[src/rtl/core/cs_pkg.sv]
// Shared types and widths for the cosine similarity block.
`timescale 1ns / 1ps
`default_nettype none
package cs_pkg;

    // accumulator and derived datapath widths
    localparam int ACC_W  = 48;
    localparam int PROD_W = 2 * ACC_W;       // norm product, squared dot
    localparam int Q_W    = 16;              // quotient incl. the value 32768
    localparam int T_W    = PROD_W + Q_W;    // q * P
    localparam int SQ_W   = PROD_W + 2 * Q_W + 2; // q^2 * P and trial sums
    localparam int CNT_W  = 17;
    localparam int QUEUE_DEPTH = 2;

    // one finished vector pair, handed from front to back
    typedef struct packed {
        logic [ACC_W-1:0] dot;      // signed dot product
        logic [ACC_W-1:0] norm_a;
        logic [ACC_W-1:0] norm_b;
        logic             too_long;
    } cs_job_t;

endpackage
`default_nettype wire

[src/rtl/core/cs_front.sv]
// Front: takes element pairs, squares and multiplies, accumulates the sums.
`timescale 1ns / 1ps
`default_nettype none
module cs_front import cs_pkg::*; #(
    parameter int MAX_LEN = 4096
) (
    input  wire         aclk,
    input  wire         aresetn,
    input  wire         in_valid,
    output logic        in_ready,
    input  wire  [15:0] elem_a,
    input  wire  [15:0] elem_b,
    input  wire         last,
    input  wire  [$clog2(QUEUE_DEPTH+1)-1:0] q_count,
    output logic        push,
    output cs_job_t     push_job
);
    localparam int CW = $clog2(QUEUE_DEPTH+1) + 1;

    logic             accept;
    logic [CNT_W-1:0] cnt_reg;
    logic             exceed_reg;
    logic             use_pair;

    // product stage
    logic             p_valid_reg, p_last_reg, p_use_reg, p_tl_reg;
    logic [31:0]      p_ab_reg, p_aa_reg, p_bb_reg;

    // sums
    logic [ACC_W-1:0] dot_reg, na_reg, nb_reg;
    logic [ACC_W-1:0] dot_next, na_next, nb_next;

    // a last beat in flight still needs a queue slot
    assign in_ready = (CW'(q_count) + CW'(p_valid_reg & p_last_reg)) < CW'(QUEUE_DEPTH);
    assign accept   = in_valid & in_ready;
    assign use_pair = cnt_reg < CNT_W'(MAX_LEN);

    // length tracking and products
    always_ff @(posedge aclk) begin
        if (!aresetn) begin
            cnt_reg     <= '0;
            exceed_reg  <= 1'b0;
            p_valid_reg <= 1'b0;
            p_last_reg  <= 1'b0;
        end else begin
            p_valid_reg <= accept;
            p_last_reg  <= accept & last;
            if (accept) begin
                if (last) begin
                    cnt_reg    <= '0;
                    exceed_reg <= 1'b0;
                end else if (use_pair) begin
                    cnt_reg <= cnt_reg + 1'b1;
                end else begin
                    exceed_reg <= 1'b1;
                end
            end
        end
    end

    always_ff @(posedge aclk) begin
        if (accept) begin
            p_ab_reg  <= 32'($signed(elem_a) * $signed(elem_b));
            p_aa_reg  <= 32'($signed(elem_a) * $signed(elem_a));
            p_bb_reg  <= 32'($signed(elem_b) * $signed(elem_b));
            p_use_reg <= use_pair;
            p_tl_reg  <= exceed_reg | ~use_pair;
        end
    end

    // accumulate
    always_comb begin
        dot_next = dot_reg;
        na_next  = na_reg;
        nb_next  = nb_reg;
        if (p_use_reg) begin
            dot_next = dot_reg + {{(ACC_W-32){p_ab_reg[31]}}, p_ab_reg};
            na_next  = na_reg + ACC_W'(p_aa_reg);
            nb_next  = nb_reg + ACC_W'(p_bb_reg);
        end
    end

    always_ff @(posedge aclk) begin
        if (!aresetn) begin
            dot_reg <= '0;
            na_reg  <= '0;
            nb_reg  <= '0;
        end else if (p_valid_reg) begin
            if (p_last_reg) begin
                dot_reg <= '0;
                na_reg  <= '0;
                nb_reg  <= '0;
            end else begin
                dot_reg <= dot_next;
                na_reg  <= na_next;
                nb_reg  <= nb_next;
            end
        end
    end

    assign push              = p_valid_reg & p_last_reg;
    assign push_job.dot      = dot_next;
    assign push_job.norm_a   = na_next;
    assign push_job.norm_b   = nb_next;
    assign push_job.too_long = p_tl_reg;
endmodule
`default_nettype wire

[config.mk]
export PLATFORM = sky130hd
export DESIGN_NAME = cs_front
export DESIGN_NICKNAME = d
export VERILOG_FILES = /design/src/rtl/core/cs_pkg.sv /design/src/rtl/core/cs_front.sv
export SDC_FILE = /design/constraint.sdc
export NUM_CORES = 2
export LEC_CHECK = 0
export BUFFER_PORTS_ARGS = -buffer_cell sky130_fd_sc_hd__buf_2
export CAP_MARGIN = 15
export CELL_PAD_IN_SITES_DETAIL_PLACEMENT = 0
export CELL_PAD_IN_SITES_GLOBAL_PLACEMENT = 1
export CORE_MARGIN = 2
export CORE_UTILIZATION = 39
export CTS_CLUSTER_DIAMETER = 80
export DETAILED_ROUTE_END_ITERATION = 7
export GPL_TIMING_DRIVEN = 0
export PLACE_DENSITY_LB_ADDON = 0.3
export SYNTH_ARGS = -nofsm -noshare
export SYNTH_HDL_FRONTEND = slang
export SYNTH_SLANG_ARGS = --single-unit
[constraint.sdc]
create_clock -name aclk -period 8.9 [get_ports aclk]
set_input_delay 1.78 -clock aclk [delete_from_list [all_inputs] [get_ports aclk]]
set_output_delay 1.78 -clock aclk [all_outputs]
set_load 0.01 [all_outputs]
Yosys cells after proc, flatten, opt, wreduce, memory -nomap -nowiden --
Cells that the tools add are included. W data, S select, Z words.
Operators by class: add/subtract/negate cells 5, multiply operators 3, order comparisons 2, equality and inequality tests 1, mux-type cells 10, bitwise operators 6, reduce and logical (&&, ||, !) cells 3
Operators by type and width (count):
- $mux W48 | 6
- $add A48 B32 Y48 | 2
- $mul A16 B16 Y32 | 3
- $add A48 B48 Y48 | 1
- $mux W17 | 2
- $add A17 B1 Y17 const B | 1
- $lt A17 B13 Y1 const B | 1
- $and A1 B1 Y1 | 4
- $reduce_and A2 Y1 | 2
- $add A2 B1 Y3 | 1
- $lt A3 B2 Y1 const B | 1
- $mux W1 | 2
- $ne A2 B2 Y1 const B | 1
- $reduce_bool A2 Y1 | 1
- $not A1 Y1 | 1
- $or A1 B1 Y1 | 1
Storage, ports and cells: flip-flop bits (word level) 262, output and inout bits 147, word-level logic and storage cells 42

Depth between registers and ports, before layout --
word-level depth 5, depth in mapped cells 27, depth with buffers taken out 25

Least setup slack after synthesis --
Ideal clock, no wire load.
path kind input to register, start in elem_b[1], end reg p_ab_reg[31], data pin, library setup time 0.260 ns, arrival 7.715 ns, required time 8.640 ns, path slack 0.925 ns, cell stages on the path 23, path buffers 2, path through clkbuf_1 > clkbuf_1 > nand2_1 > fa_1 > fa_1 > fa_1 > inv_1 > fa_1 > fa_1 > inv_1 > fa_1 > inv_1 > ha_1 > a21o_1 > a21o_1 > a21o_1 > a2111oi_0 > o211ai_1 > o211ai_1 > nand3_1 > a31o_2 > a21oi_1 > xnor2_1
Between the ends: word-level cells in the longest chain between the ends 1
Ends and longest elaborated chain:
- start: declaration | RTL line cs_front.sv:12 | input wire [15:0] elem_b,
- $mul A16 B16 Y32 | RTL line cs_front.sv:63 | p_ab_reg <= 32'($signed(elem_a) * $signed(elem_b));
- end signal: assignment | RTL line cs_front.sv:63
- end: declaration | RTL line cs_front.sv:27 | logic [31:0] p_ab_reg, p_aa_reg, p_bb_reg;
Every way passes these cells. A chain may end at the register's enable or synchronous reset.

Final worst setup path --
start in elem_a[4], end reg p_aa_reg[30], data pin
Between the ends: word-level cells in the longest chain between the ends 1
Ends and longest elaborated chain:
- start: declaration | RTL line cs_front.sv:11 | input wire [15:0] elem_a,
- $mul A16 B16 Y32 | RTL line cs_front.sv:64 | p_aa_reg <= 32'($signed(elem_a) * $signed(elem_a));
- end signal: assignment | RTL line cs_front.sv:64
- end: declaration | RTL line cs_front.sv:27
Every way passes these cells.

==> results.py <==
metrics = {
    "status": {
        "outcome": "complete, no violations",
    },
    "floorplan": {
        "die_area_mm2": 0.116,
        "chipWidth_um": 340,
        "dieHeight_um": 340,
        "ios": 185,
        "core_area_mm2": 0.112,
        "start_util": 0.392,
        "std_cell_rows": 123,
    },
    "sta": {
        "period_needed_ns": 8.67,
        "finalHoldViolCount": 0,
        "slew_violations": 0,
        "fin_worst_skew_ns": 0.0307,
        "setup_ws_ns": 0.227,
        "finalSetupViolCount": 0,
        "fin_crit_sh": 0.974,
        "fmax_mhz": 115,
        "max_slew_margin": 0.206,
        "tightestPinTransition_ns": 1.18,
    },
    "critical_path": {
        "arrival_ns": 9.00,
        "max_stage_delay_ns": 0.53,
        "crit_type": "input port to flip-flop",
        "cp-start-kind": "input port",
        "worstSetupPathDepth": 26,
        "end_kind": "flip-flop",
        "cpMaxStageDelayCell": "fa_1",
        "r2r_cells": 11,
        "cp_common_cell": "fa_1",
        "crit_buf_inv": 8,
        "required_ns": 9.23,
        "cp_top_family": "adder cells",
        "worst-path-max-fanout": 10,
    },
    "grt": {
        "track_usage": 0.232,
        "grt_pass1_wl_um": 206000,
        "grt_max_degree": 62,
        "gr-total-overflow": 0,
        "antenna_found_initial": 12,
        "first_global_vias": 34848,
    },
    "cts": {
        "insertion_delay_ns": 0.61,
        "clk_pin_slew_worst_paths_ns": 0.06,
        "cts_tree": "done",
        "htreeDepth": 1,
        "clk_path_buf_depth": 3,
        "root_buffer": "clkbuf_16",
        "cts_sinks": 260,
        "numCtsBuffers": 29,
    },
    "logic_synthesis": {
        "ys.flop_type": "dfxtp_1",
        "ys_types": 83,
        "synth_commonest_cells": "inv_1, fa_1, nand2_1, ha_1, nor2_1",
        "netlist.area_leader.share": 0.332,
        "yosysWarnings": 0,
        "synth_most_common_cell": "inv_1",
        "postSynthCellCount": 4780,
        "synthTopCellsByArea": "fa_1, ha_1, inv_1",
        "syn-cell-area_mm2": 0.0440,
        "synth-edff-count": 96,
        "synthArstFlopShare": 0,
        "synth_fp_nets": 5924,
        "ys_ff_latch": 260,
        "yosys.area.top_type": "fa_1",
        "ys_seq_area_frac": 0.140,
        "syn_area_per_cell_um2": 9.20,
    },
    "route": {
        "first_pass_iters": 6,
        "first_iter_violations": 2040,
        "wirelength_um": 132000,
        "ant_nets": 0,
        "avgViaCountPerCell": 5.17,
        "vias": 33677,
        "avgRoutedWirePerCell_um": 20.3,
        "drc_errors": 0,
    },
    "finish": {
        "layout-drive-gt1-share": 0.0870,
        "area_growth_pct": 8.97,
        "fin_cells": 6511,
        "nets": 6131,
    },
    "placed_design": {
        "hpwl_um": 109000,
        "dp_cells": 6460,
        "io_buffers": 178,
        "place_congestion": 0.935,
        "post-place-ws_ns": -1.41,
    },
    "job": {
        "maxCapViolCount": 0,
    },
    "hold_path": {
        "worstHoldPathType": "flip-flop to flip-flop",
        "holdPathStages": 1,
    },
}
==> worst reg2reg max path: stages (launching register included) <==
cell,delay [ns]
edfxtp_1,0.43
ha_1,0.30
clkbuf_1,0.34
nand3_1,0.19
o41ai_2,0.74
a21oi_2,0.24
o211ai_1,0.84
and2_1,0.23
buf_4,0.16
buf_4,0.19
nand4_1,0.10
a21oi_1,0.17
==> final timing paths <==
| path | endpoint | slack [ns] | startpoint |
|---|---|---|---|
| max | p_aa_reg[30]$_DFFE_PP_ | 0.23 | elem_a[4] |
| min | nb_reg[37]$_SDFFE_PN0P_ | 0.44 | nb_reg[37]$_SDFFE_PN0P_ |
| max reg2reg | na_reg[40]$_SDFFE_PN0P_ | 4.90 | p_aa_reg[13]$_DFFE_PP_ |
| min reg2reg | nb_reg[37]$_SDFFE_PN0P_ | 0.44 | nb_reg[37]$_SDFFE_PN0P_ |
==> logic make-up after synthesis <==
| group | after synthesis | share of synthesized area |
|---|---|---|
| mux | 103 | 0.0262 |
| xor+xnor | 261 | 0.0520 |
| simple gates | 1144 | 0.124 |
| flops | 260 | 0.140 |
| compound gates | 747 | 0.119 |
| fa+ha+maj | 1106 | 0.439 |
| buf+inv | 1159 | 0.0995 |
==> timing repair <==
| action | 4_1_cts | 5_1_grt |
|---|---|---|
| gates resized for setup | 18 | 72 |
| setup buffers | 0 | 4 |
| endpoints found under the setup margin | 13 | 15 |
| hold buffers | 0 | 0 |
| pin swaps | 0 | 0 |
==> area by class of cell <==
cell class / instances / area, um^2
fillers: 11261 / 64200
multi-input cells: 3361 / 33500
flip-flops and latches: 260 / 6170
inverters: 965 / 3630
well taps: 1500 / 1880
repair buffers: 185 / 972
plain buffers: 185 / 793
clock buffers: 36 / 772
clock inverters: 18 / 226
diodes: 1 / 2.50
==> cell usage in the layout (no fill, tap or decap), types with 129 or more instances in the layout <==
| cell | netlist | layout |
|---|---|---|
| a21oi_1 | 156 | 156 |
| and2_1 | 211 | 211 |
| buf_2 | 2 | 181 |
| clkbuf_1 | 176 | 129 |
| dfxtp_1 | 164 | 164 |
| fa_1 | 730 | 729 |
| ha_1 | 376 | 376 |
| inv_1 | 961 | 961 |
| nand2_1 | 387 | 387 |
| nor2_1 | 274 | 274 |
| xnor2_1 | 174 | 172 |
==> per-layer routing <==
metal | track usage | part of all wire | wire, um | up-vias
li1 | - | - | - | 15760
met1 | 0.311 | 0.44 | 57500 | 16942
met2 | 0.393 | 0.48 | 63100 | 827
met3 | 0.0316 | 0.059 | 7850 | 140
met4 | 0.0588 | 0.028 | 3640 | 8
met5 | 0 | 0.00046 | 61 | -
==> stage by stage <==
stage	hold WS, ns	util	setup TNS (ns)	instance area (um^2)
after floorplan	0.412	-	0	44000
after global placement	0.424	0.417	-17.34	46800
after detailed placement	0.431	0.417	-17.52	46800
after CTS	0.440	0.426	0	47800
after global routing	0.456	0.427	-0.0231	47900
final	0.440	0.427	0	47900
Power is not shown: default switching activity piles up to over one toggle a cycle in this logic, so the estimate is an artifact.
