===== src/rtl/core/cs_pkg.sv =====
// Shared types and widths for the cosine similarity block.
`timescale 1ns / 1ps
`default_nettype none
package cs_pkg;

    // accumulator and derived datapath widths
    localparam int ACC_W  = 48;
    localparam int PROD_W = 2 * ACC_W;       // norm product, squared dot
    localparam int Q_W    = 16;              // quotient incl. the value 32768
    localparam int T_W    = PROD_W + Q_W;    // q * P
    localparam int SQ_W   = PROD_W + 2 * Q_W + 2; // q^2 * P and trial sums
    localparam int CNT_W  = 17;
    localparam int QUEUE_DEPTH = 2;

    // one finished vector pair, handed from front to back
    typedef struct packed {
        logic [ACC_W-1:0] dot;      // signed dot product
        logic [ACC_W-1:0] norm_a;
        logic [ACC_W-1:0] norm_b;
        logic             too_long;
    } cs_job_t;

endpackage
`default_nettype wire


===== src/rtl/core/cs_back.sv =====
// Back: shift-add products, then bitwise search for 32768*|dot|/sqrt(na*nb).
`timescale 1ns / 1ps
`default_nettype none
module cs_back import cs_pkg::*; (
    input  wire         aclk,
    input  wire         aresetn,
    input  wire         job_valid,
    input  cs_job_t     job,
    output logic        pop,
    output logic        out_valid,
    input  wire         out_ready,
    output logic [15:0] similarity,
    output logic        zero_norm,
    output logic        too_long
);
    typedef enum logic [2:0] {S_IDLE, S_MUL, S_TRY, S_CMP, S_DONE} state_t;

    localparam int MC_W = $clog2(ACC_W);

    state_t             state_reg;
    logic [MC_W-1:0]    mcnt_reg;
    logic [PROD_W-1:0]  mc_p_reg, mc_d_reg, p_reg, d_reg;
    logic [ACC_W-1:0]   mp_p_reg, mp_d_reg;
    logic [SQ_W-1:0]    s_reg, trial_reg, trial_next, d_scaled;
    logic [T_W-1:0]     t_reg;
    logic [3:0]         k_reg;
    logic [Q_W-1:0]     q_reg;
    logic               neg_reg, zn_reg, tl_reg;
    logic [ACC_W-1:0]   mag;
    logic               job_zero;
    logic [Q_W-1:0]     sim_next;

    logic               out_valid_reg, zn_out_reg, tl_out_reg;
    logic [15:0]        sim_out_reg;

    assign mag      = job.dot[ACC_W-1] ? (~job.dot + 1'b1) : job.dot;
    assign job_zero = (job.norm_a == '0) || (job.norm_b == '0);
    assign pop      = (state_reg == S_IDLE) && job_valid;

    // trial square: (q + 2^k)^2 P = S + 2^(k+1) qP + 2^(2k) P
    assign trial_next = s_reg + (SQ_W'(t_reg) << ({1'b0, k_reg} + 5'd1))
                              + (SQ_W'(p_reg) << {k_reg, 1'b0});
    assign d_scaled   = SQ_W'({d_reg, 30'b0});

    always_comb begin
        if (neg_reg)
            sim_next = ~q_reg + 1'b1;
        else if (q_reg[Q_W-1])
            sim_next = 16'h7FFF;
        else
            sim_next = q_reg;
    end

    always_ff @(posedge aclk) begin
        if (!aresetn) begin
            state_reg     <= S_IDLE;
            out_valid_reg <= 1'b0;
        end else begin
            // S_DONE reloads the output register itself
            if (out_valid_reg && out_ready && state_reg != S_DONE)
                out_valid_reg <= 1'b0;
            unique case (state_reg)
                S_IDLE: begin
                    if (job_valid) begin
                        neg_reg  <= job.dot[ACC_W-1];
                        zn_reg   <= job_zero;
                        tl_reg   <= job.too_long;
                        q_reg    <= '0;
                        mc_p_reg <= PROD_W'(job.norm_a);
                        mp_p_reg <= job.norm_b;
                        mc_d_reg <= PROD_W'(mag);
                        mp_d_reg <= mag;
                        p_reg    <= '0;
                        d_reg    <= '0;
                        mcnt_reg <= '0;
                        state_reg <= job_zero ? S_DONE : S_MUL;
                    end
                end
                // one multiplier bit per cycle for both products
                S_MUL: begin
                    if (mp_p_reg[0]) p_reg <= p_reg + mc_p_reg;
                    if (mp_d_reg[0]) d_reg <= d_reg + mc_d_reg;
                    mc_p_reg <= mc_p_reg << 1;
                    mc_d_reg <= mc_d_reg << 1;
                    mp_p_reg <= mp_p_reg >> 1;
                    mp_d_reg <= mp_d_reg >> 1;
                    mcnt_reg <= mcnt_reg + 1'b1;
                    if (mcnt_reg == MC_W'(ACC_W-1)) begin
                        s_reg     <= '0;
                        t_reg     <= '0;
                        k_reg     <= 4'(Q_W-1);
                        state_reg <= S_TRY;
                    end
                end
                S_TRY: begin
                    trial_reg <= trial_next;
                    state_reg <= S_CMP;
                end
                // keep the bit if the trial square does not exceed the target
                S_CMP: begin
                    if (trial_reg <= d_scaled) begin
                        s_reg <= trial_reg;
                        t_reg <= t_reg + (T_W'(p_reg) << k_reg);
                        q_reg <= q_reg | (Q_W'(1) << k_reg);
                    end
                    if (k_reg == '0)
                        state_reg <= S_DONE;
                    else begin
                        k_reg     <= k_reg - 1'b1;
                        state_reg <= S_TRY;
                    end
                end
                S_DONE: begin
                    if (!out_valid_reg || out_ready) begin
                        out_valid_reg <= 1'b1;
                        sim_out_reg   <= zn_reg ? 16'h0000 : sim_next;
                        zn_out_reg    <= zn_reg;
                        tl_out_reg    <= tl_reg;
                        state_reg     <= S_IDLE;
                    end
                end
                default: state_reg <= S_IDLE;
            endcase
        end
    end

    assign out_valid  = out_valid_reg;
    assign similarity = sim_out_reg;
    assign zero_norm  = zn_out_reg;
    assign too_long   = tl_out_reg;
endmodule
`default_nettype wire


===== config.mk =====
export PLATFORM = sky130hd
export DESIGN_NAME = cs_back
export DESIGN_NICKNAME = d
export VERILOG_FILES = /design/src/rtl/core/cs_pkg.sv /design/src/rtl/core/cs_back.sv
export SDC_FILE = /design/constraint.sdc
export NUM_CORES = 2
export LEC_CHECK = 0
export BUFFER_PORTS_ARGS = -buffer_cell sky130_fd_sc_hd__buf_2
export CELL_PAD_IN_SITES_DETAIL_PLACEMENT = 1
export CELL_PAD_IN_SITES_GLOBAL_PLACEMENT = 1
export CORE_UTILIZATION = 41
export DETAILED_ROUTE_END_ITERATION = 10
export GPL_TIMING_DRIVEN = 0
export PLACE_DENSITY = 0.83
export SLEW_MARGIN = 40
export SYNTH_ARGS = -nofsm -noshare
export SYNTH_HDL_FRONTEND = slang
export SYNTH_SLANG_ARGS = --single-unit

===== constraint.sdc =====
create_clock -name aclk -period 13.9 [get_ports aclk]
set_clock_uncertainty 0.15 [all_clocks]
set_input_delay 0 -clock aclk [delete_from_list [all_inputs] [get_ports aclk]]
set_output_delay 0 -clock aclk [all_outputs]
set_load 0.01 [all_outputs]

# After elaboration in Yosys (flattened, before gate mapping)

Index checks and enable logic that the tools add are counted.
W data, S select, Z words.

Register bits: 903
Latch bits: 0
RAM bits: 0
Memory bits (read-only): 0
Input bits: 149
Output and inout bits: 20
Memories kept: 0

$add $sub $neg: 10
Multiply operators: 0
Divide/modulo/power cells: 0
Magnitude comparators: 1
Equality and inequality tests: 13
Shift-type cells: 4
Mux-type cells: 39
Bitwise logic cells: 3
Reductions and logical operators: 23

Operators by type and width:

| operator                | number |
|---|---|
| $pmux W96 S2            | 4 |
| $mux W96                | 5 |
| $add A130 B130 Y130     | 2 |
| $mux W130               | 2 |
| $pmux W130 S2           | 1 |
| $mux W112               | 2 |
| $pmux W112 S2           | 1 |
| $add A96 B96 Y96        | 2 |
| $pmux W48 S2            | 2 |
| $mux W48                | 3 |
| $le A130 B126 Y1        | 1 |
| $shl A112 B5 Y130       | 1 |
| $shl A96 B5 Y130        | 1 |
| $add A112 B112 Y112     | 1 |
| $shl A96 B4 Y112        | 1 |
| $logic_not A48 Y1       | 2 |
| $add A48 B1 Y48 const B | 1 |
| $mux W16                | 3 |
| $not A48 Y48            | 1 |
| $pmux W16 S2            | 1 |
| $reduce_and A4 Y1       | 5 |
| $add A16 B1 Y16 const B | 1 |
| $not A16 Y16            | 1 |
| $or A16 B16 Y16         | 1 |
| other kinds (26)        | 48 |

# Logic depth before layout (Yosys ltp)

Depth after elaboration: 5
Gate-level depth with buffers: 30

# Worst setup path after synthesis

Ideal clock, no wire load.

Path kind: register to register
From: register trial_reg[126]
To: register s_reg[0], enable pin
Setup time: 0.879 ns
Arrival time: 12.991 ns
Slack: -0.120 ns
Cell stages (with the launch flop): 11
Cell sequence: edfxtp_1 -> or4_1 -> nor4_1 -> nand2_1 -> nor3_1 -> nand2_1 -> nor4_1 -> nand2_1 -> nor4_1 -> a211o_1 -> nor2b_1

Word-level cells in the longest chain between the ends: 3

Ends and longest elaborated chain:

| what                               | RTL line       | source |
|---|---|---|
| start, declared                    | cs_back.sv:24  | `logic [SQ_W-1:0] s_reg, trial_reg, trial_next, d_scaled;` |
| start signal, assigned             | cs_back.sv:96  | `trial_reg <= trial_next;` |
| $le A130 B126 Y1                   | cs_back.sv:101 | `if (trial_reg <= d_scaled) begin` |
| $ne A2 B2 Y1 (no source line)      | --             |  |
| $reduce_and A4 Y1 (no source line) | --             |  |
| end signal, assigned               | cs_back.sv:102 | `s_reg <= trial_reg;` |
| end, declared                      | cs_back.sv:24  |  |

Every way passes these cells.
A chain may end at the register's enable or synchronous reset.

# Worst setup path in the final report

From: register k_reg[0]
To: register trial_reg[116], data pin

Word-level cells in the longest chain between the ends: 4

Ends and longest elaborated chain:

| what                   | RTL line       | source |
|---|---|---|
| start, declared        | cs_back.sv:26  | `logic [3:0] k_reg;` |
| start signal, assigned | cs_back.sv:91  | `k_reg <= 4'(Q_W-1);` |
| start signal, assigned | cs_back.sv:109 | `k_reg <= k_reg - 1'b1;` |
| $add A4 B1 Y5          | cs_back.sv:41  | `assign trial_next = s_reg + (SQ_W'(t_reg) << ({1'b0, k_reg} + 5'd1))` |
| $shl A112 B5 Y130      | cs_back.sv:41  |  |
| $add A130 B130 Y130    | cs_back.sv:41  |  |
| $add A130 B130 Y130 *  | cs_back.sv:42  | `+ (SQ_W'(p_reg) << {k_reg, 1'b0});` |
| net trial_next[116]    | cs_back.sv:24  |  |

Mark *: on every way through the listed nets, which the timed path passes. The rest lies on a longest branch.

==> run summary <==
Sink of the worst hold path: mp_d_reg[18]
Fraction of layout cells with a size suffix above 1: 8.20%
Crit-path most repeated cell: clkbuf_1
Pre-antenna DRT Iters: 8
RSZ-0062 raised after global routing: no
Place WS: 2650 ps
Post-synthesis mux area share: 11.2%
Post-synthesis async set-or-reset flop share: 0%
Peak fanout along the critical path: 12
First-pass GRT wire length: 545000 um
DRC Markers: 0
Post-CTS sizing: 0
Worst VDD drop: 116 uV
Final WL: 377000 um
Startpoint types: register
Crit-path max cell delay: 760 ps
Chip Width: 447 um
Compound-cell area share of the yosys netlist: 18.3%
Slew margin rel.: 33.3%
Detailed Place HPWL: 293000 um
Synthesized area: 81200 um^2
Setup crit end kind: register
Grt total ovfl: 0
Die area: 200000 um^2
Number of global-route vias before repair: 80900
Hold-critical path depth: 5
Root Buffer Master: clkbuf_16
R2R setup slack: 2150 ps
Finish-stage setup viols: 0
Period utilization: 84.5%
Critical Path AT: 12090 ps
Minimum clock period: 11750 ps
Via count: 79200
NumNets Final: 10400
Largest net degree at the start of global routing: 44
Number of synthesized flops with an enable pin: 899
Top cells by area, synth: edfxtp_1 (33%), ha_1 (8.3%), mux2i_1 (5.6%)
# H-tree levels: 3
Worst slew pin tran: 990 ps
CTS tree: done
Seq/Total Area, Yosys: 33.3%
Worst reg2reg path endpoint: trial_reg[116]
Simple-gate share of the synthesized area: 17.2%
Outcome: complete, no violations
Starting Density: 41.5%
Post-Syn Instances: 8918
Hold path startpoint: job[115]
Max-slew violations: 0
R2r startpoint: k_reg[0]
Final worst slack: 2150 ps
Max_cap viols: 0
Syn Nets: 9735
Synth Warn #: 0
Cell taking the most area after synthesis: edfxtp_1
Routed Antenna Nets: 0
Fmax: 85.1 MHz
Synth unique cells: 86
Synthesis-to-layout area growth: 14.5%
I/O Pins: 169
Port bufs: 167
Via density: 6.46
Power per cell area: 115 nW/um^2
Synth Area in XOR/XNOR: 4.70%
DR iter-0 viols: 9093
Mapped Avg Cell Area: 9.11 um^2
Num rows: 162
Setup CP Type: reg2reg
Core Area: 196000 um^2
Slowest-stage cell, CP: clkbuf_1
Synth Flop Type: edfxtp_1
GRT Resource Usage Total: 36.8%
TNS Setup: 0 ps
Die Span Y: 447 um
# clock sinks: 903
CTS buffer count: 110
Post-Synth Adder-Cell Area: 11.5%
Yosys reg bits: 903
Leakage: 38.3 nW
RD Place Congestion: 1.10
Final hold violation count: 0
Post-CTS Setup Bufs: 0
HP Class: in2reg
Top-area cell type share of the netlist area: 33.2%
R2R cell count: 26
Clock slew at reported path FFs: 70 ps
Req. time, crit path: 14250 ps
Initial antenna violation count: 16
Avg WL per Cell: 30.7 um
Worst-Skew Late Latency: 840 ps
Largest family of logic cells by synthesized area: compound AO/OA/AOI/OAI gates
Clock tree buffer depth: 3
## routing by layer
layer | part of all wire [%] | up-vias | global-route usage (%)
met3 | 9.2 | 1036 | 7.04
met1 | 39 | 39700 | 46.8
li1 | - | 34000 | -
met4 | 7.0 | 4 | 22.2
met2 | 44 | 4461 | 57.7
met5 | 0.0080 | - | 0
## layout by cell type (no fill, tap or decap), drive strengths merged, types with 38 or more instances in the layout
master	instances
mux2i	457
a21o	285
nand2	948
o31ai	38
nor2	918
nor2b	58
a31oi	64
ha	538
mux4	161
nor3	153
and2	258
a21oi	750
xnor2	249
or3	54
mux2	81
a21boi	39
xor2	187
nand4	224
dlygate4sd3	281
buf	294
o21a	155
nand2b	137
fa	130
o21bai	180
o21ai	644
nor4	63
edfxtp	899
inv	263
nand3	67
clkbuf	602
and3	38
clkinv	47
## stage by stage
step,power (mW),util (%),cells,area (um^2),hold slack [ps]
2_1_floorplan,6.15,-,8918,81200,-51.1
3_3_place_gp,7.34,43.6,11700,85300,44.0
3_5_place_dp,7.48,44.2,11800,86500,56.3
4_1_cts,10.5,47.5,12300,92900,34.1
5_1_grt,11.1,47.5,12300,93000,133
6_report,10.7,47.5,12300,93000,104
## cells by family after synthesis
| logic type | after synthesis |
|---|---|
| flip-flops | 903 |
| buffers and inverters | 789 |
| AO/OA/AOI/OAI | 2424 |
| multiplexers | 699 |
| XOR/XNOR | 436 |
| AND/OR/NAND/NOR | 2999 |
| adder cells (fa/ha/maj) | 668 |
## critical path: cells and delay by family, from the launching register on
kind,cells,cell delay [ps]
AO/OA/AOI/OAI,9,4170
XOR/XNOR,1,120
adder cells (fa/ha/maj),3,1070
buffers and inverters,7,3400
flip-flops,1,530
multiplexers,2,900
AND/OR/NAND/NOR,4,1080
## power breakdown
group	internal (mW)	switching [mW]
registers	3.35	0.223
clock network	1.66	1.33
logic	1.44	2.72
## cell type report
type	count	area, um^2
fill	22800	103000
multi-input combinational	7226	51300
sequential	903	27100
timing repair buffer	514	4710
tap	2624	3280
clock buffer	135	2870
buffer	528	2120
inverter	261	980
clock inverter	66	707
antenna	8	20.0
## cell usage after synthesis (38+ instances only)
cell and instances:
nor4_1 63, a21boi_0 39, nor3_1 153, ha_1 538, nand3_1 67, edfxtp_1 899
or3_1 50, a31oi_1 64, o31ai_1 38, buf_1 61, nor2_1 918, o21a_1 155
xnor2_1 249, a21o_1 285, a21oi_1 750, mux4_2 161, o21ai_0 639, clkbuf_1 449
nand2b_1 137, nand4_1 224, nand2_1 947, mux2_2 81, o21bai_1 180, mux2i_1 457
and2_1 258, fa_1 130, inv_1 257, nor2b_1 58, xor2_1 187
## what timing repair did
item / in CTS / in global routing
setup endpoints to repair: 0 / 0
hold endpoints to repair: 323 / 0
hold buffers: 281 / 0
## worst max-delay path by stage
stage | start | to | slack, ps | depth (start not counted)
finish | k_reg[0] | trial_reg[116] | 2150 | 26
global route | k_reg[0] | trial_reg[116] | 2100 | 26
CTS | k_reg[0] | trial_reg[125] | 2570 | 29
detailed placement | k_reg[0] | trial_reg[125] | 2650 | 29
global placement | state_reg[1] | mp_p_reg[40] | -900 | 4
floorplan | trial_reg[126] | s_reg[0] | 4620 | 10
Note: power is estimated with default switching activity, not from simulation.
