File: src/rtl/core/cs_pkg.sv
// Shared types and widths for the cosine similarity block.
`timescale 1ns / 1ps
`default_nettype none
package cs_pkg;

    // accumulator and derived datapath widths
    localparam int ACC_W  = 48;
    localparam int PROD_W = 2 * ACC_W;       // norm product, squared dot
    localparam int Q_W    = 16;              // quotient incl. the value 32768
    localparam int T_W    = PROD_W + Q_W;    // q * P
    localparam int SQ_W   = PROD_W + 2 * Q_W + 2; // q^2 * P and trial sums
    localparam int CNT_W  = 17;
    localparam int QUEUE_DEPTH = 2;

    // one finished vector pair, handed from front to back
    typedef struct packed {
        logic [ACC_W-1:0] dot;      // signed dot product
        logic [ACC_W-1:0] norm_a;
        logic [ACC_W-1:0] norm_b;
        logic             too_long;
    } cs_job_t;

endpackage
`default_nettype wire

File: src/rtl/core/cs_queue.sv
// Small register queue between the accumulate front and the root/divide back.
`timescale 1ns / 1ps
`default_nettype none
module cs_queue import cs_pkg::*; (
    input  wire         aclk,
    input  wire         aresetn,
    input  wire         push,
    input  cs_job_t     push_job,
    input  wire         pop,
    output cs_job_t     head_job,
    output logic        not_empty,
    output logic [$clog2(QUEUE_DEPTH+1)-1:0] count
);
    localparam int PTR_W = (QUEUE_DEPTH > 1) ? $clog2(QUEUE_DEPTH) : 1;

    cs_job_t                 slot_reg [QUEUE_DEPTH];
    logic [PTR_W-1:0]        wr_ptr_reg, rd_ptr_reg;
    logic [$clog2(QUEUE_DEPTH+1)-1:0] count_reg;

    // pointers and fill count
    always_ff @(posedge aclk) begin
        if (!aresetn) begin
            wr_ptr_reg <= '0;
            rd_ptr_reg <= '0;
            count_reg  <= '0;
        end else begin
            if (push)
                wr_ptr_reg <= (wr_ptr_reg == PTR_W'(QUEUE_DEPTH-1)) ? '0 : wr_ptr_reg + 1'b1;
            if (pop)
                rd_ptr_reg <= (rd_ptr_reg == PTR_W'(QUEUE_DEPTH-1)) ? '0 : rd_ptr_reg + 1'b1;
            if (push && !pop)
                count_reg <= count_reg + 1'b1;
            else if (pop && !push)
                count_reg <= count_reg - 1'b1;
        end
    end

    // storage
    always_ff @(posedge aclk) begin
        if (push)
            slot_reg[wr_ptr_reg] <= push_job;
    end

    assign head_job  = slot_reg[rd_ptr_reg];
    assign not_empty = (count_reg != '0);
    assign count     = count_reg;
endmodule
`default_nettype wire

File: config.mk
export PLATFORM = sky130hd
export DESIGN_NAME = cs_queue
export DESIGN_NICKNAME = d
export VERILOG_FILES = /design/src/rtl/core/cs_pkg.sv /design/src/rtl/core/cs_queue.sv
export SDC_FILE = /design/constraint.sdc
export NUM_CORES = 1
export LEC_CHECK = 0
export BUFFER_PORTS_ARGS = -buffer_cell sky130_fd_sc_hd__buf_4
export CORE_UTILIZATION = 56
export CTS_CLUSTER_DIAMETER = 200
export CTS_CLUSTER_SIZE = 28
export DETAILED_ROUTE_END_ITERATION = 8
export PLACE_DENSITY = 0.89
export SLEW_MARGIN = 20
export SYNTH_ARGS = -nofsm -noshare
export SYNTH_HDL_FRONTEND = slang
export SYNTH_SLANG_ARGS = --single-unit
File: constraint.sdc
create_clock -name aclk -period 25.1 [get_ports aclk]
set_input_delay 3.765 -clock aclk [delete_from_list [all_inputs] [get_ports aclk]]
set_output_delay 3.765 -clock aclk [all_outputs]
set_load 0.005 [all_outputs]
## Word level (Yosys, flattened, before mapping)

Memory sizes are Yosys's and may differ from the RTL's. A register that Yosys moved wholly into a read port is not among the register bits.
Cells that the tools add are included.

| operators by class | value |
|---|---|
| add/sub/neg operators | 4 |
| mux-type cells | 8 |
| reduce and logical (&&, ||, !) cells | 6 |

Operator list:

| kind | count |
|---|---|
| 1-bit 2-to-1 mux | 6 |
| 2-bit 2-to-1 mux | 2 |
| 2-bit nonzero test | 2 |
| 1-bit adder (second input constant) | 2 |
| 2-bit by 1-bit adder with 2-bit output (second input constant) | 1 |
| 1-bit logical AND | 2 |
| 1-bit zero test | 2 |
| 2-bit by 1-bit subtractor with 2-bit output (second input constant) | 1 |

| word-level totals | value |
|---|---|
| bits in registers | 4 |
| bits in writable memories | 290 |
| bits of input ports | 149 |
| output and inout port bits | 148 |
| logic and storage cells | 22 |
| memories kept | 1 |

Memories:

| memory | depth | bits a word | read ports | clocked after memory_dff | wr ports | RTL line | text |
|---|---|---|---|---|---|---|---|
| slot_reg | 2 | 145 | 1 | 1 | 1 | cs_queue.sv:16 | `cs_job_t slot_reg [QUEUE_DEPTH];` |

## Logic depth before layout (Yosys ltp)

Gate-level depths: netlist (run 1).

| depth | value |
|---|---|
| depth after elaboration | 4 |
| gate-level depth with buffers | 5 |
| mapped depth without buffers | 5 |

## Worst setup path after synthesis (run 1)

No wires, ideal clock.

| timing path | value |
|---|---|
| kind | input-to-reg |
| from | input push |
| to | memory slot_reg[0][0] (netlist name), enable pin |
| library setup time | 669 ps |
| arrival | 10,070 ps |
| required time | 24,431 ps |
| setup slack | 14,361 ps |
| stages | 1 |
| buffers on the path | 0 |
| cells stage by stage | nor2b_1 |

| on the way | value |
|---|---|
| cells in the longest elaborated chain, start to end | 2 |

Ends and longest elaborated chain:

| element | RTL line | text |
|---|---|---|
| start, declared | cs_queue.sv:7 | `input wire push,` |
| 1-bit 2-to-1 mux | cs_queue.sv:40 | `if (push)` |
| 1-bit 2-to-1 mux (not written as such) | cs_queue.sv:41 | `slot_reg[wr_ptr_reg] <= push_job;` |
| end, declared | cs_queue.sv:16 |  |

No other way between the ends.

==> results.py, run 1 <==
metrics = {
    "logic_synthesis": {
        "syn_area_per_cell_um2": 23.0,
        "synth_area_um2": 10900,
        "synthCells": 472,
        "synth_top_cell_by_area": "edfxtp_1",
        "synthesis.nets": 622,
        "yosysUniqueCellTypes": 17,
        "synth-async-reset-ratio_pct": 0,
        "ys_warn_count": 0,
        "ys.flop_type": "edfxtp_1",
        "synth-edff-count": 290,
        "ys_seq_area_share_pct": 81.1,
        "synthTopCellsByArea": "edfxtp_1 (80%), mux2_2 (9.8%), mux2_4 (6.9%), dfxtp_1 (0.92%), buf_6 (0.73%)",
        "synth_top_area_share_pct": 80.1,
        "synth-seq-cells": 295,
    },
    "power": {
        "total_power_uw": 953,
        "leakage_nw": 5.21,
        "powerDensity_nw_per_um2": 69.2,
        "peakVddDrop_mv": 0.0570,
    },
    "setup_path": {
        "cpMaxStageDelayCell": "buf_4",
        "crit_buf_inv": 2,
        "required_ps": 21330,
        "cp_cell_sequence": "buf_4, mux2_2, buf_4",
        "start_kind": "register",
        "end_kind": "output port",
        "slowest_delay_ps": 840,
        "worstSetupPathType": "register to output port",
        "cpMostUsedCell": "buf_4",
        "cp_max_fo": 62,
        "critical-path-top-delay-family": "buffers and inverters",
        "cp_data_arrival_time_ps": 2650,
    },
    "global_route": {
        "grt-ovfl-total": 0,
        "grt_use_total_pct": 20.8,
        "grt_pass1_wl_um": 31300,
        "antenna_found_initial": 0,
        "grt_pass1_vias": 5790,
        "grt_max_degree": 85,
    },
    "placement": {
        "gp_congestion": 0.742,
        "io_buffers": 296,
        "dp_hpwl_um": 14500,
    },
    "timing": {
        "fin_worst_skew_ps": 14.8,
        "fmax_ghz": 0.156,
        "hold_violations": 0,
        "setup_violations": 0,
        "rsz0062_at_grt": "no",
        "relSlewSlack_pct": 31.5,
        "fin_crit_ps": 6420,
        "tns_ps": 0,
        "holdWs_ps": 596,
        "worst_slew_pin_slew_ps": 1030,
        "maxSlewViolCount": 0,
        "period_share_pct": 25.6,
    },
    "clock_network": {
        "clock_path_buffers": 3,
        "clock_latency_ps": 480,
        "cts_max_level": 1,
        "cts_tree": "built",
        "post_cts_buffers": 0,
        "cts_sinks": 295,
        "path_clk_slew_ps": 100,
        "ctsResizeCount": 0,
        "cts-root-buf": "clkbuf_16",
        "cts-hold-fix-buffers": 0,
        "cts_buffers": 14,
    },
    "die": {
        "die_h_um": 141,
        "start_util_pct": 57.7,
        "rows": 50,
        "die_area_um2": 20000,
        "fp.dieW_um": 141,
        "coreArea_um2": 18800,
        "pin_count": 297,
    },
    "routing": {
        "drt-wirelength-per-cell_um": 20.4,
        "drt-pass1-iter-count": 4,
        "postRouteWirelength_um": 21100,
        "ant_nets": 0,
        "drcViolationCount": 0,
        "via_count": 5447,
        "via_per_inst": 5.25,
        "first_iter_violations": 294,
    },
    "final_layout": {
        "seqCellArea_um2": 8810,
        "area_growth_pct": 26.9,
        "nets": 924,
        "drive_gt1_share_pct": 60.1,
        "multi_input_area_um2": 1940,
        "diodes": 0,
        "post-route-util_pct": 73.2,
        "nFillCells": 1076,
        "largest_reg_flops": 290,
    },
    "min_path": {
        "hp-class": "register to register",
    },
    "run_status": {
        "status": "finished clean",
    },
    "flow_run": {
        "drv_cap": 0,
    },
}
-- cell usage after synthesis, types with 2 or more instances --
| cell | instances |
|---|---|
| and2_1 | 4 |
| buf_2 | 9 |
| buf_6 | 7 |
| dfxtp_1 | 5 |
| edfxtp_1 | 290 |
| mux2_2 | 95 |
| mux2_4 | 50 |
| nor2b_1 | 2 |
| xor2_1 | 2 |
-- cell families after synthesis --
group / count (synthesis) / synth area share, %
muxes: 145 / 16.8
buffers and inverters: 17 / 1.17
adders and majority gates: 1 / 0.115
DFF: 295 / 81.1
and+or+nand+nor: 8 / 0.461
AOI/OAI and AO/OA: 3 / 0.184
xor gates and xnor gates: 3 / 0.242
-- final cells by class --
type / instances / area share [%]
clock buffer: 18 / 2.81
clock inverter: 1 / 0.118
sequential: 295 / 63.9
timing repair buffer: 302 / 16.7
inverter: 1 / 0.0272
multi-input combinational: 160 / 14.1
tap: 260 / 2.36
-- cell usage in the layout, fill, tap and decap left out, drive strengths merged --
| cell type | n |
|---|---|
| clkbuf | 18 |
| and2 | 4 |
| clkinv | 1 |
| edfxtp | 290 |
| xnor2 | 1 |
| o21a | 1 |
| nor2b | 2 |
| or2 | 1 |
| buf | 302 |
| dfxtp | 5 |
| inv | 1 |
| o21ai | 1 |
| or3 | 1 |
| ha | 1 |
| mux2 | 145 |
| xor2 | 2 |
| a21boi | 1 |
-- through the flow --
| step | worst slack (ps) | cells | instance area [µm²] |
|---|---|---|---|
| floorplan | 14360 | 472 | 10900 |
| global placement | 18480 | 1016 | 13300 |
| detailed placement | 18590 | 1017 | 13400 |
| CTS | 18060 | 1036 | 13800 |
| global route | 18550 | 1037 | 13800 |
| finish | 18680 | 1037 | 13800 |
-- power breakdown --
| group | switching (mW) | total [mW] | internal (mW) |
|---|---|---|---|
| Clock | 0.139 | 0.250 | 0.111 |
| Combinational | 0.0504 | 0.126 | 0.0754 |
| Sequential | 0.00869 | 0.578 | 0.569 |
-- worst paths after layout --
check                   from               end  slack [ps]  cells past startpoint
setup / recovery    register     head_job[136]       18680                      3
hold / removal    rd_ptr_reg          register         600                      2
setup reg to reg  wr_ptr_reg  slot_reg[0][141]       22270                      4
hold reg to reg   rd_ptr_reg          register         600                      2
-- worst reg2reg max path: cells and delay by family (launching register included) --
family	cells	cell delay, ps
simple gates	1	480
flops	1	350
buf+inv	3	1570
-- layer usage --
| layer | GRT usage [%] | vias to the layer above | part of all wire [%] |
|---|---|---|---|
| li1 | - | 2456 | - |
| met4 | 6.86 | 0 | 2.9 |
| met3 | 5.67 | 39 | 8.5 |
| met1 | 24.6 | 2703 | 37 |
| met5 | 0 | - | 0 |
| met2 | 36.8 | 249 | 52 |
Power figures use the tool's default switching activity.
==> inputs of run 2 (changes only) <==
--- a/config.mk
+++ b/config.mk
@@ -5,12 +5,13 @@
 export SDC_FILE = /design/constraint.sdc
 export NUM_CORES = 1
 export LEC_CHECK = 0
+export ABC_AREA = 1
 export BUFFER_PORTS_ARGS = -buffer_cell sky130_fd_sc_hd__buf_4
-export CORE_UTILIZATION = 56
+export CORE_UTILIZATION = 52
 export CTS_CLUSTER_DIAMETER = 200
 export CTS_CLUSTER_SIZE = 28
 export DETAILED_ROUTE_END_ITERATION = 8
-export PLACE_DENSITY = 0.89
+export PLACE_DENSITY = 0.83
 export SLEW_MARGIN = 20
 export SYNTH_ARGS = -nofsm -noshare
 export SYNTH_HDL_FRONTEND = slang
==> constraint.sdc (replaced) <==
create_clock -name aclk -period 6 [get_ports aclk]
set_input_delay 0.9 -clock aclk [delete_from_list [all_inputs] [get_ports aclk]]
set_output_delay 0.9 -clock aclk [all_outputs]
set_load 0.005 [all_outputs]
==> results.py, run 2 <==
metrics = {
    "die": {
        "die_area_um2": 21500,
        "coreArea_um2": 20400,
        "pin_count": 297,
        "start_util_pct": 53.4,
        "fp.dieW_um": 147,
        "rows": 52,
        "die_h_um": 147,
    },
    "timing": {
        "holdWs_ps": 521,
        "fin_worst_skew_ps": 15.5,
        "tns_ps": 0,
        "maxSlewViolCount": 0,
        "hold_violations": 0,
        "fin_crit_ps": 3520,
        "fmax_ghz": 0.284,
        "setup_violations": 0,
        "period_share_pct": 58.7,
        "rsz0062_at_grt": "no",
        "worst_slew_pin_slew_ps": 923,
        "relSlewSlack_pct": 38.5,
    },
    "clock_network": {
        "post_cts_buffers": 0,
        "cts-root-buf": "clkbuf_16",
        "cts_max_level": 1,
        "clock_path_buffers": 3,
        "cts-hold-fix-buffers": 0,
        "ctsResizeCount": 0,
        "cts_buffers": 14,
        "cts_sinks": 295,
        "clock_latency_ps": 480,
        "cts_tree": "built",
        "path_clk_slew_ps": 100,
    },
    "final_layout": {
        "final_area_um2": 13800,
        "final_cell_mix": "buf_4 (298), edfxtp_1 (290), mux2_2 (95)",
        "largest_reg_flops": 290,
        "drive_gt1_share_pct": 58.8,
        "nets": 935,
        "area_growth_pct": 26.8,
        "diodes": 0,
        "final_common_cell": "buf_4",
    },
    "min_path": {
        "hp-start": "rd_ptr_reg",
        "hp-class": "register to register",
        "hold_depth": 2,
        "hold-path-endpoint": "rd_ptr_reg",
    },
    "logic_synthesis": {
        "synthesis.nets": 635,
        "synth-seq-cells": 295,
        "yosysUniqueCellTypes": 14,
        "synth_top_area_share_pct": 80.1,
        "yosys.cell_count.top_type": "edfxtp_1",
        "ys.flop_type": "edfxtp_1",
        "synth_top_cell_by_area": "edfxtp_1",
        "synth-async-reset-ratio_pct": 0,
        "synthTopCellsByArea": "edfxtp_1 (80%), mux2_2 (9.8%), mux2_4 (6.9%), dfxtp_1 (0.92%), buf_6 (0.72%)",
        "ys_warn_count": 0,
        "synthMuxAreaShare_pct": 16.7,
        "synthCells": 485,
        "ys_seq_area_share_pct": 81.0,
        "synth_top_family_by_area": "multiplexers",
        "syn_area_per_cell_um2": 22.4,
        "synth-compound-area-share_pct": 0.0920,
        "synth_simple_gate_area_share_pct": 0.656,
        "synth-edff-count": 290,
        "synth_area_um2": 10900,
        "synthTopCellsByCount": "edfxtp_1 (290), mux2_2 (95), mux2_4 (50)",
        "yosys.area_share.adder_pct": 0.115,
        "synth_xor_area_share_pct": 0,
    },
    "placement": {
        "dp_hpwl_um": 14000,
        "io_buffers": 296,
        "placedInstanceArea_um2": 13400,
        "gp_congestion": 0.779,
    },
    "routing": {
        "drt-pass1-iter-count": 4,
        "drcViolationCount": 0,
        "drt-wirelength-per-cell_um": 19.4,
        "ant_nets": 0,
        "via_count": 5465,
        "postRouteWirelength_um": 20500,
        "via_per_inst": 5.16,
        "first_iter_violations": 296,
    },
    "setup_path": {
        "r2r_cells": 3,
        "r2r-end": "slot_reg[1][76]",
        "required_ps": 5100,
        "reg2reg_from": "wr_ptr_reg",
        "cp_max_fo": 81,
        "end_kind": "output port",
        "start_kind": "register",
        "r2r_setup_slack_ps": 3570,
        "cp_data_arrival_time_ps": 2620,
        "worstSetupPathType": "register to output port",
    },
    "global_route": {
        "grt-ovfl-total": 0,
        "grt_pass1_vias": 5761,
        "grt_max_degree": 90,
        "grt_use_total_pct": 18.7,
        "antenna_found_initial": 0,
        "grt_pass1_wl_um": 30900,
    },
    "power": {
        "peakVddDrop_mv": 0.220,
        "leakage_nw": 5.24,
        "powerDensity_nw_per_um2": 284,
    },
    "run_status": {
        "status": "finished clean",
    },
    "flow_run": {
        "drv_cap": 0,
    },
}
[run 2: cell types whose count changed after synthesis, moves of 2 or more]
cell / before / now
and2_1: 4 / 0
nor2_1: 0 / 7
nand2_1: 0 / 9
xor2_1: 2 / 0
nor2b_1: 2 / 0
inv_1: 1 / 8
[run 2: cell type report]
| type | instances | area [µm²] |
|---|---|---|
| clock buffer | 19 | 390 |
| clock inverter | 1 | 16.3 |
| timing repair buffer | 300 | 2280 |
| tap | 270 | 338 |
| sequential | 295 | 8810 |
| multi-input combinational | 166 | 1920 |
| fill | 1317 | 6570 |
| inverter | 8 | 35.0 |
[run 2: layer usage]
| metal | global-route usage [%] | vias up | part of all wire, % |
|---|---|---|---|
| li1 | - | 2490 | - |
| met1 | 22.1 | 2701 | 37 |
| met2 | 33.3 | 239 | 52 |
| met3 | 5.16 | 35 | 8.3 |
| met4 | 5.63 | 0 | 2.8 |
| met5 | 0 | - | 0 |
[run 2: critical path: stages, from the launching register on]
cell	delay, ps
dfxtp_4	980
buf_12	480
mux2_2	410
buf_4	140
[run 2: through the flow]
stage	total power, mW	std cells	worst slack (ps)	utilization [%]
6_report	3.92	1059	2480	67.7
5_1_grt	4.05	1059	2360	67.7
4_1_cts	3.96	1059	2440	67.7
3_5_place_dp	2.94	1039	2990	65.7
3_3_place_gp	2.91	1039	3070	65.7
2_1_floorplan	2.67	485	871	-
[run 2: report_power, final]
group / internal, mW / switching [mW] / leakage [nW]
Sequential: 2.38 / 0.0416 / 2.76
Combinational: 0.276 / 0.182 / 2.28
Clock: 0.465 / 0.575 / 0.196
Total: 3.13 / 0.798 / 5.24
[run 2: kinds of logic after synthesis]
family,after synthesis
buffers and inverters,24
AND/OR/NAND/NOR,18
flip-flops,295
multiplexers,145
adder cells (fa/ha/maj),1
AO/OA/AOI/OAI,2
[run 2: worst max-delay path by stage]
stage                     startpoint        endpoint  depth (start not counted)  slack, ps
after floorplan                 push  slot_reg[0][0]                          2        870
after global placement      register    head_job[58]                          3       3070
after detailed placement    register    head_job[23]                          3       2990
after CTS                   register    head_job[23]                          3       2440
after global routing        register    head_job[22]                          3       2360
final                       register   head_job[138]                          3       2480
==> inputs of run 3 (changes only) <==
==> constraint.sdc (replaced) <==
create_clock -name aclk -period 3.3 [get_ports aclk]
set_input_delay 0.495 -clock aclk [delete_from_list [all_inputs] [get_ports aclk]]
set_output_delay 0.495 -clock aclk [all_outputs]
set_load 0.005 [all_outputs]
==> results.py, run 3 (synthesized netlist as in run 2, its figures left out) <==
metrics = {
    "power": {
        "switching_share_pct": 20.2,
        "p_int_mw": 5.71,
        "clkPwrFrac_pct": 26.5,
        "leakage_nw": 5.28,
        "peakVddDrop_mv": 0.431,
        "powerDensity_nw_per_um2": 515,
        "p_sw_mw": 1.44,
        "power.share.combinational_pct": 12.0,
        "total_power_mw": 7.16,
        "power_frac_seq_pct": 61.5,
    },
    "placement": {
        "io_buffers": 296,
        "gp_congestion": 0.798,
        "dp_hpwl_um": 13900,
        "placedInstanceArea_um2": 13500,
    },
    "final_layout": {
        "diodes": 0,
        "nets": 941,
        "final_common_cell": "buf_4",
        "largest_reg_flops": 290,
        "final_area_um2": 13900,
        "drive_gt1_share_pct": 58.8,
        "final_cell_mix": "buf_4 (301), edfxtp_1 (290), mux2_2 (95)",
        "area_growth_pct": 27.7,
    },
    "clock_network": {
        "cts_tree": "built",
        "cts_sinks": 295,
        "cts_buffers": 14,
        "path_clk_slew_ps": 110,
        "ctsResizeCount": 0,
        "clock_latency_ps": 480,
        "post_cts_buffers": 0,
        "clock_path_buffers": 3,
        "cts-root-buf": "clkbuf_16",
        "cts-hold-fix-buffers": 0,
        "cts_max_level": 1,
    },
    "die": {
        "pin_count": 297,
        "die_h_um": 147,
        "coreArea_um2": 20400,
        "rows": 52,
        "die_area_um2": 21500,
        "start_util_pct": 53.4,
        "fp.dieW_um": 147,
    },
    "setup_path": {
        "cp_data_arrival_time_ps": 2130,
        "reg2reg_from": "wr_ptr_reg",
        "r2r_setup_slack_ps": 1440,
        "cp_cell_sequence": "buf_4, mux2_2, buf_4",
        "worstSetupPathType": "register to output port",
        "start_kind": "register",
        "cp_max_fo": 37,
        "end_kind": "output port",
        "r2r-end": "slot_reg[1][120]",
        "slowest_delay_ps": 760,
        "r2r_cells": 3,
        "required_ps": 2800,
        "cpMostUsedCell": "buf_4",
        "cpMaxStageDelayCell": "dfxtp_4",
    },
    "global_route": {
        "grt_pass1_wl_um": 30900,
        "grt-ovfl-total": 0,
        "grt_pass1_vias": 5827,
        "grt_use_total_pct": 18.4,
        "antenna_found_initial": 0,
        "grt_max_degree": 78,
    },
    "timing": {
        "maxSlewViolCount": 0,
        "hold_violations": 0,
        "tns_ps": 0,
        "fin_worst_skew_ps": 17.2,
        "fin_crit_ps": 2630,
        "period_share_pct": 79.7,
        "relSlewSlack_pct": 28.1,
        "fmax_ghz": 0.380,
        "rsz0062_at_grt": "no",
        "worst_slew_pin_slew_ps": 1080,
        "setup_violations": 0,
    },
    "routing": {
        "drt-wirelength-per-cell_um": 18.8,
        "drt-pass1-iter-count": 4,
        "postRouteWirelength_um": 20100,
        "first_iter_violations": 264,
        "via_per_inst": 5.10,
        "drcViolationCount": 0,
        "ant_nets": 0,
        "via_count": 5450,
    },
    "min_path": {
        "hold_depth": 1,
        "hp-class": "input port to register",
        "hold-path-endpoint": "slot_reg[0][20]",
        "hp-start": "push_job[20]",
    },
    "run_status": {
        "status": "finished clean",
    },
    "flow_run": {
        "drv_cap": 0,
    },
}
==> run 3: cell types whose count changed in the layout (fill, tap and decap cells not counted), sizes merged <==
cell	change
buf	+6
clkbuf	+4
clkinvlp	+1
inv	-1
==> run 3: worst max-delay path by stage <==
stage	to	slack [ps]	cells after the start	start
after detailed placement	head_job[39]	1140	3	register
after global placement	head_job[60]	1230	3	register
after CTS	head_job[39]	600	3	register
final	head_job[39]	670	3	register
after global routing	head_job[54]	550	3	register
after floorplan	slot_reg[1][0]	160	2	push
==> run 3: power by group through the flow <==
stage	clock, mW	combinational (mW)	sequential (mW)
floorplan	0	0.389	4.46
global placement	0	0.839	4.47
detailed placement	0	0.870	4.49
CTS	1.95	0.874	4.40
global route	2.06	0.920	4.42
finish	1.90	0.861	4.40
==> run 3: cell type report <==
cell class	instances	area [µm²]
Clock buffer	23	405
Clock inverter	1	16.3
Fill cell	1339	6480
Inverter	8	33.8
Multi-Input combinational cell	166	1920
Sequential cell	295	8810
Tap cell	270	338
Timing Repair Buffer	306	2360
==> run 3: critical path: cells and delay by family (launching register included) <==
family / cells / cell delay (ps)
buffers and inverters: 2 / 500
multiplexers: 1 / 370
flip-flops: 1 / 760
==> run 3: per-stage QoR <==
| stage | util (%) | worst slack [ps] | std cells | hold slack (ps) |
|---|---|---|---|---|
| 5_1_grt | 68.2 | 552 | 1069 | 167 |
| 2_1_floorplan | - | 162 | 485 | 463 |
| 6_report | 68.2 | 671 | 1069 | 191 |
| 3_3_place_gp | 66.1 | 1230 | 1045 | 473 |
| 4_1_cts | 68.2 | 603 | 1069 | 174 |
| 3_5_place_dp | 66.1 | 1140 | 1045 | 498 |
==> run 3: per-layer routing <==
layer,track usage [%],up-vias,part of all wire (%)
met3,4.47,30,7.8
met2,32.6,223,52
met5,0,-,0
li1,-,2504,-
met1,22.7,2693,38
met4,4.64,0,1.9
